[src/rtl/semaphore_id_table_macros.svh]
// Assertion macros shared by the semaphore id table.
`ifndef SEMAPHORE_ID_TABLE_MACROS_SVH
`define SEMAPHORE_ID_TABLE_MACROS_SVH

// The consequent must hold in the same cycle as the antecedent.
`define SIT_ASSERT_NOW(label, clk, rst_n, ante, cons) \
  label: assert property (@(posedge clk) disable iff (!rst_n) (ante) |-> (cons)) \
    else $error("semaphore id table: same-cycle check failed");

// The consequent must hold in the cycle after the antecedent.
`define SIT_ASSERT_NEXT(label, clk, rst_n, ante, cons) \
  label: assert property (@(posedge clk) disable iff (!rst_n) (ante) |=> (cons)) \
    else $error("semaphore id table: next-cycle check failed");

`endif

[src/rtl/sit_pkg.sv]
package sit_pkg;

  localparam int ENTRIES   = 16;
  localparam int SLOT_W    = $clog2(ENTRIES);
  localparam int HANDLE_W  = 4;
  localparam int CMP_W     = (SLOT_W > HANDLE_W) ? SLOT_W : HANDLE_W;
  localparam int COUNT_W   = 16;
  localparam logic [COUNT_W-1:0] COUNT_MAX = '1;

  localparam logic OP_OPEN  = 1'b0;
  localparam logic OP_CLOSE = 1'b1;

  localparam logic [2:0] ST_OPENED    = 3'd0;
  localparam logic [2:0] ST_CREATED   = 3'd1;
  localparam logic [2:0] ST_FULL      = 3'd2;
  localparam logic [2:0] ST_BADHANDLE = 3'd3;
  localparam logic [2:0] ST_CLOSED    = 3'd4;
  localparam logic [2:0] ST_FREED     = 3'd5;

  typedef struct packed {
    logic                operation;
    logic [31:0]         sem_id;
    logic [31:0]         init_value;
    logic [HANDLE_W-1:0] handle;
  } in_item_t;

  typedef struct packed {
    logic [3:0]  slot;
    logic [31:0] sem_value;
    logic [2:0]  status;
  } out_item_t;

  // Item travelling down the row of cells together with what it has found.
  typedef struct packed {
    logic                op;
    logic [31:0]         id;
    logic [31:0]         init;
    logic [HANDLE_W-1:0] handle;
    logic                found;
    logic                freed;
    logic                free_found;
    logic [SLOT_W-1:0]   free_slot;
    logic [SLOT_W-1:0]   hit_slot;
    logic [31:0]         hit_value;
  } tok_t;

  // Entry creation, broadcast to every cell.
  typedef struct packed {
    logic              en;
    logic [SLOT_W-1:0] slot;
    logic [31:0]       id;
    logic [31:0]       value;
  } wr_t;

endpackage

[src/rtl/sit_cell.sv]
module sit_cell (
  input  logic                      clk,
  input  logic                      rst_n,
  input  logic [sit_pkg::SLOT_W-1:0] cell_idx,
  input  logic                      tok_in_act,
  input  sit_pkg::tok_t             tok_in,
  input  sit_pkg::wr_t              wr,
  output logic                      tok_out_act,
  output sit_pkg::tok_t             tok_out,
  output logic                      entry_valid
);
  import sit_pkg::*;

  logic               valid_r, valid_nxt;
  logic [31:0]        id_r, id_nxt;
  logic [31:0]        value_r, value_nxt;
  logic [COUNT_W-1:0] count_r, count_nxt;
  logic               act_r;
  tok_t               tok_r, tok_nxt;
  logic               handle_hit;

  assign handle_hit = (CMP_W'(tok_in.handle) == CMP_W'(cell_idx));

  always_comb begin
    valid_nxt = valid_r;
    id_nxt    = id_r;
    value_nxt = value_r;
    count_nxt = count_r;
    tok_nxt   = tok_in;
    if (tok_in_act && tok_in.op == OP_OPEN) begin
      if (!tok_in.found && valid_r && id_r == tok_in.id) begin
        if (count_r != COUNT_MAX) begin
          count_nxt = count_r + 1'b1;
        end
        tok_nxt.found     = 1'b1;
        tok_nxt.hit_slot  = cell_idx;
        tok_nxt.hit_value = value_r;
      end else if (!tok_in.free_found && !valid_r) begin
        tok_nxt.free_found = 1'b1;
        tok_nxt.free_slot  = cell_idx;
      end
    end else if (tok_in_act && tok_in.op == OP_CLOSE && handle_hit && valid_r) begin
      tok_nxt.found = 1'b1;
      if (count_r <= COUNT_W'(1)) begin
        valid_nxt     = 1'b0;
        count_nxt     = '0;
        tok_nxt.freed = 1'b1;
      end else begin
        count_nxt = count_r - 1'b1;
      end
    end
    if (wr.en && wr.slot == cell_idx) begin
      valid_nxt = 1'b1;
      id_nxt    = wr.id;
      value_nxt = wr.value;
      count_nxt = COUNT_W'(1);
    end
  end

  always_ff @(posedge clk) begin
    if (!rst_n) begin
      valid_r <= 1'b0;
      act_r   <= 1'b0;
    end else begin
      valid_r <= valid_nxt;
      act_r   <= tok_in_act;
    end
  end

  always_ff @(posedge clk) begin
    id_r    <= id_nxt;
    value_r <= value_nxt;
    count_r <= count_nxt;
    tok_r   <= tok_nxt;
  end

  assign tok_out_act = act_r;
  assign tok_out     = tok_r;
  assign entry_valid = valid_r;

endmodule

[src/rtl/semaphore_id_table.sv]
// Channel | Ports                          | Item
// input   | in_valid, in_stall, in_item    | operation, sem_id, init_value, handle
// output  | out_valid, out_stall, out_item | slot, sem_value, status
//
// Each table entry lives in one cell; an item walks the row one cell per cycle.
// An item is registered in each cell in turn, then in pend_item_r and then out_item_r.
// One item is in the table at a time; the next is taken while a result waits on out_stall.
// Reset clears every entry's valid bit at once, so items are taken right after reset.
module semaphore_id_table (
  input  logic               clk,
  input  logic               rst_n,
  input  logic               in_valid,
  output logic               in_stall,
  input  sit_pkg::in_item_t  in_item,
  output logic               out_valid,
  input  logic               out_stall,
  output sit_pkg::out_item_t out_item
);
  import sit_pkg::*;
  `include "semaphore_id_table_macros.svh"

  logic [ENTRIES:0]   chain_act;
  tok_t               chain_tok [ENTRIES+1];
  logic [ENTRIES-1:0] valid_vec;
  wr_t                wr;
  tok_t               last;
  out_item_t          res;
  logic               accept;
  logic               out_load;
  logic               busy_r, busy_nxt;
  logic               pend_r, pend_nxt;
  out_item_t          pend_item_r;
  logic               out_valid_r, out_valid_nxt;
  out_item_t          out_item_r;

  assign accept   = in_valid && !busy_r;
  assign in_stall = busy_r;

  always_comb begin
    chain_tok[0]            = '0;
    chain_tok[0].op         = in_item.operation;
    chain_tok[0].id         = in_item.sem_id;
    chain_tok[0].init       = in_item.init_value;
    chain_tok[0].handle     = in_item.handle;
  end
  assign chain_act[0] = accept;

  for (genvar g = 0; g < ENTRIES; g++) begin : g_cell
    sit_cell u_cell (
      .clk         (clk),
      .rst_n       (rst_n),
      .cell_idx    (SLOT_W'(g)),
      .tok_in_act  (chain_act[g]),
      .tok_in      (chain_tok[g]),
      .wr          (wr),
      .tok_out_act (chain_act[g+1]),
      .tok_out     (chain_tok[g+1]),
      .entry_valid (valid_vec[g])
    );
  end

  assign last = chain_tok[ENTRIES];

  always_comb begin
    wr       = '0;
    wr.slot  = last.free_slot;
    wr.id    = last.id;
    wr.value = last.init;
    res      = '0;
    if (last.op == OP_OPEN) begin
      if (last.found) begin
        res.slot      = 4'(last.hit_slot);
        res.sem_value = last.hit_value;
        res.status    = ST_OPENED;
      end else if (last.free_found) begin
        wr.en         = chain_act[ENTRIES];
        res.slot      = 4'(last.free_slot);
        res.sem_value = last.init;
        res.status    = ST_CREATED;
      end else begin
        res.status = ST_FULL;
      end
    end else begin
      res.slot = 4'(last.handle);
      if (!last.found) begin
        res.status = ST_BADHANDLE;
      end else if (last.freed) begin
        res.status = ST_FREED;
      end else begin
        res.status = ST_CLOSED;
      end
    end
  end

  assign out_load = pend_r && (!out_valid_r || !out_stall);

  always_comb begin
    busy_nxt      = busy_r;
    pend_nxt      = pend_r;
    out_valid_nxt = out_valid_r;
    if (out_valid_r && !out_stall) begin
      out_valid_nxt = 1'b0;
    end
    if (out_load) begin
      out_valid_nxt = 1'b1;
      pend_nxt      = 1'b0;
      busy_nxt      = 1'b0;
    end
    if (chain_act[ENTRIES]) begin
      pend_nxt = 1'b1;
    end
    if (accept) begin
      busy_nxt = 1'b1;
    end
  end

  always_ff @(posedge clk) begin
    if (!rst_n) begin
      busy_r      <= 1'b0;
      pend_r      <= 1'b0;
      out_valid_r <= 1'b0;
    end else begin
      busy_r      <= busy_nxt;
      pend_r      <= pend_nxt;
      out_valid_r <= out_valid_nxt;
    end
  end

  always_ff @(posedge clk) begin
    if (chain_act[ENTRIES]) begin
      pend_item_r <= res;
    end
    if (out_load) begin
      out_item_r <= pend_item_r;
    end
  end

  assign out_valid = out_valid_r;
  assign out_item  = out_item_r;

  `SIT_ASSERT_NOW(a_single_item, clk, rst_n, 1'b1, $countones(chain_act) <= 1)
  `SIT_ASSERT_NOW(a_arrive_busy, clk, rst_n, chain_act[ENTRIES], busy_r && !pend_r)
  `SIT_ASSERT_NOW(a_create_free, clk, rst_n, wr.en, !valid_vec[wr.slot])
  `SIT_ASSERT_NEXT(a_create_done, clk, rst_n, wr.en, valid_vec[$past(wr.slot)] && pend_r)

endmodule
[config.mk]
export PLATFORM = sky130hd
export DESIGN_NAME = semaphore_id_table
export DESIGN_NICKNAME = d
export VERILOG_FILES = /design/src/rtl/sit_pkg.sv /design/src/rtl/sit_cell.sv /design/src/rtl/semaphore_id_table.sv
export VERILOG_INCLUDE_DIRS = /design/src /design/src/rtl
export SDC_FILE = /design/constraint.sdc
export NUM_CORES = 2
export LEC_CHECK = 0
export BUFFER_PORTS_ARGS = -buffer_cell sky130_fd_sc_hd__buf_2
export CAP_MARGIN = 20
export CELL_PAD_IN_SITES_DETAIL_PLACEMENT = 1
export CELL_PAD_IN_SITES_GLOBAL_PLACEMENT = 1
export CORE_UTILIZATION = 49
export CTS_BUF_LIST = sky130_fd_sc_hd__clkbuf_4
export CTS_CLUSTER_DIAMETER = 40
export DETAILED_ROUTE_END_ITERATION = 8
export PLACE_DENSITY_LB_ADDON = 0.1
export SLEW_MARGIN = 20
export SYNTH_ARGS = -nofsm -noshare
export SYNTH_HDL_FRONTEND = slang
export SYNTH_SLANG_ARGS = --single-unit
[constraint.sdc]
create_clock -name clk -period 4.9 [get_ports clk]
set_clock_uncertainty 0.15 [all_clocks]
set_input_delay 0.98 -clock clk [delete_from_list [all_inputs] [get_ports clk]]
set_output_delay 0.98 -clock clk [all_outputs]
set_load 0.03 [all_outputs]
==> flow_summary.ini <==
[sta]
worst_pin_slew_ns = 1.13
clock.fmax_mhz = 257
timing.max_slew.rel_slack_pct = 24.6
setup_viol = 0
fin_setup_tns_ns = 0
timing_hold_violations_final = 0
unrepaired_setup_endpoints_after_global_routing = no
fin_crit_sh_pct = 79.5
post-route-min-period_ns = 3.90
drv_slew = 0

[pwr]
power_density_mw_per_mm2 = 426
vdd_drop_max_uv = 378
cellLeakagePower_nw = 45.4

[worst_setup_path]
cp-end-kind = register
criticalPathCategory = register to register
crit_path_cell_trace = nand2_1 > nor3_1 > nand3_1 > nor4_2 > a21o_1 > o21ai_0 > a31o_2
critPathLaunchType = register
required_ns = 5.95
critical_path.n_buffers_inverters = 0
cp_top_family = simple AND/OR/NAND/NOR gates
crit_path_arrival_time_ns = 4.95
cp_slowest_cell = sky130_fd_sc_hd__a21o_1
cpPeakStageDelay_ns = 0.88
regToRegSetupSlack_ns = 1.00
worst-path-max-fanout = 32

[detailed_routing]
detail_route.wl_per_cell_um = 20.4
drc_errors = 0
drt-initial-drc-count = 3125
route.vias.total = 63800
post_route_antenna_net_violation_count = 0
drt-total-wl_mm = 247
drt_first_pass_iters = 5
dr_vias_cell = 5.29

[synth]
post-synth-top-area-fraction_pct = 39.6
synth.lib_cells_used.distinct = 98
synth_seq_area_share_pct = 71.5
synth_edf_count = 1102
synth_ff_type = sky130_fd_sc_hd__dfxtp_1
synthArstFlopShare_pct = 0
synth_fp_nets = 7918
mappedNetlistArea_mm2 = 0.104
ys_ff_latch = 3155
yosys_warnings = 0
avgSynthCellArea_um2 = 13.3
synth.area.top_cells = sky130_fd_sc_hd__dfxtp_1, sky130_fd_sc_hd__edfxtp_1, sky130_fd_sc_hd__mux2_2
synthDominantAreaCellType = sky130_fd_sc_hd__dfxtp_1
synthesis.instances = 7797

[cts]
cts_inserted_buffers = 788
max-clock-path-buffers = 4
tritoncts = yes
cts.reportedPaths.clkPinSlew_ns = 0.07
htree_num_levels = 6
clock_sink_count = 3155
clock-root-buffer = sky130_fd_sc_hd__clkbuf_4
insertion_delay_ns = 1.44

[placed_design]
placed_cells = 10500
port_buffers = 113
dp_hpwl_mm = 161
globalplace.congestion = 0.842

[floorplan]
die_height_um = 462
die_area_mm2 = 0.214
io_pins = 114
coreArea_mm2 = 0.210
floorplan.initialDensity_pct = 49.4
floorplan.rows = 168
die_w_um = 462

[cells_and_area]
finalNetCount = 8737
drive_above_1_share_pct = 22.0
syn2layout_area_growth_pct = 15.0
final_cells = 12100

[global_route]
antenna_found_initial = 5
grt_overflow_total = 0
grt.total_usage_pct = 23.0
number_of_global_route_vias_before_repair = 68100
grt_pass1_wl_mm = 385
grt_max_degree = 83

[outcome]
outcome = completed

[run]
max_cap_viols = 0

[min_path]
holdCritPathClass = register to register
-- path summary, 6_finish.rpt --
check / depth (start not counted) / startpoint / endpoint
min reg2reg: 0 / g_cell[11].u_cell.tok_out[70] / g_cell[12].u_cell.tok_out[70]
min: 0 / g_cell[11].u_cell.tok_out[70] / g_cell[12].u_cell.tok_out[70]
max: 7 / g_cell[14].u_cell.tok_out_act / g_cell[15].u_cell.count_r[6]
max reg2reg: 7 / g_cell[14].u_cell.tok_out_act / g_cell[15].u_cell.count_r[6]
-- worst reg2reg max path: cells and delay by family (launching register included) --
family,cells,cell delay (ns)
AND/OR/NAND/NOR,4,1.72
flip-flops,1,0.40
AO/OA/AOI/OAI,3,1.48
-- layout by cell type (no fill, tap or decap), drive strengths merged, types with 46 or more instances in the layout --
cell	synthesis	final
a21oi	322	322
xor2	202	202
buf	48	204
or3	84	84
and2	92	92
a31oi	50	50
nor3	173	173
clkbuf	263	1239
inv	66	74
nor2b	46	46
mux2	384	384
a311oi	62	62
xnor2	342	342
dfxtp	2053	2053
nand4	172	172
clkinv	2	164
nand2	680	680
nand3	164	164
or2	60	60
nor2	292	292
nor4	125	125
nand2b	61	61
dlygate4sd3	0	136
o21ai	274	274
and3	70	70
edfxtp	1102	1102
ha	48	48
-- state kept, by name (all words and copies together) (netlist names) --
| name | cells |
|---|---|
| pend_item_r | 39 |
| g_cell.u_cell.count_r | 256 |
| out_valid | 1 |
| g_cell.u_cell.id_r | 512 |
| g_cell.u_cell.entry_valid | 16 |
| g_cell.u_cell.tok_out_act | 16 |
| out_item | 39 |
| pend_r | 1 |
| in_stall | 1 |
| g_cell.u_cell.value_r | 512 |
| g_cell.u_cell.tok_out | 1762 |
-- logic make-up (layout without fill, tap and decap cells) --
logic type	Yosys count	in the layout	synth area share, %
mux	401	401	4.33
flops	3155	3155	71.5
simple gates	2173	2173	10.8
other cells	0	14	0
buf+inv	379	1833	1.43
compound gates	1097	1097	6.76
fa+ha+maj	48	48	0.579
xor+xnor	544	544	4.59
-- where the power goes --
group | switching, mW | internal (mW) | leakage, nW
Clock | 10.2 | 12.0 | 6.23
Combinational | 0.294 | 0.275 | 12.2
Sequential | 0.463 | 27.6 | 26.9
Total | 11.0 | 39.9 | 45.4
-- layer usage --
metal	up-vias	GRT usage [%]	share of wire, %
met3	459	4.23	3.9
met2	1316	37.5	47
met1	31800	30.5	46
li1	30300	-	-
met4	2	8.64	2.6
met5	-	0	0.0065
-- per-stage QoR --
stage | total power, mW | hold WS, ns | setup slack, ns | area, µm² | util (%)
2_1_floorplan | 28.6 | 0.160 | 0.109 | 104000 | -
6_report | 50.9 | 0.139 | 1.00 | 119000 | 56.8
3_5_place_dp | 29.1 | 0.163 | 0.819 | 108000 | 51.2
3_3_place_gp | 29.0 | 0.160 | 0.765 | 108000 | 51.2
5_1_grt | 53.1 | 0.0478 | 0.878 | 119000 | 56.8
4_1_cts | 51.6 | 0.00447 | 0.875 | 119000 | 56.8
-- repair_timing --
item | 4_1_cts | 5_1_grt
endpoints found under the hold margin | 87 | 0
hold buffers | 136 | 0
setup buffers | 0 | 0
resized for setup | 0 | 0
-- cells in the mapped netlist, types with 65 or more instances --
library cell,n
sky130_fd_sc_hd__dfxtp_1,2053
sky130_fd_sc_hd__edfxtp_1,1102
sky130_fd_sc_hd__nand2_1,680
sky130_fd_sc_hd__mux2_2,384
sky130_fd_sc_hd__xnor2_1,342
sky130_fd_sc_hd__a21oi_1,321
sky130_fd_sc_hd__nor2_1,292
sky130_fd_sc_hd__o21ai_0,265
sky130_fd_sc_hd__clkbuf_1,263
sky130_fd_sc_hd__xor2_1,202
sky130_fd_sc_hd__nand4_1,171
sky130_fd_sc_hd__nor3_1,170
sky130_fd_sc_hd__nand3_1,164
sky130_fd_sc_hd__nor4_1,115
sky130_fd_sc_hd__and2_1,90
sky130_fd_sc_hd__or3_1,84
sky130_fd_sc_hd__and3_1,70
sky130_fd_sc_hd__inv_1,65
-- cell type report --
cell class	instances	area, µm²
Clock inverter	186	1080
Clock buffer	1239	9300
Multi-Input combinational cell	4263	28200
Fill cell	20900	90700
Sequential cell	3155	74200
Antenna cell	14	35.0
Timing Repair Buffer	340	2720
Inverter	68	267
Tap cell	2805	3510
(Power assumes the default switching activity.)
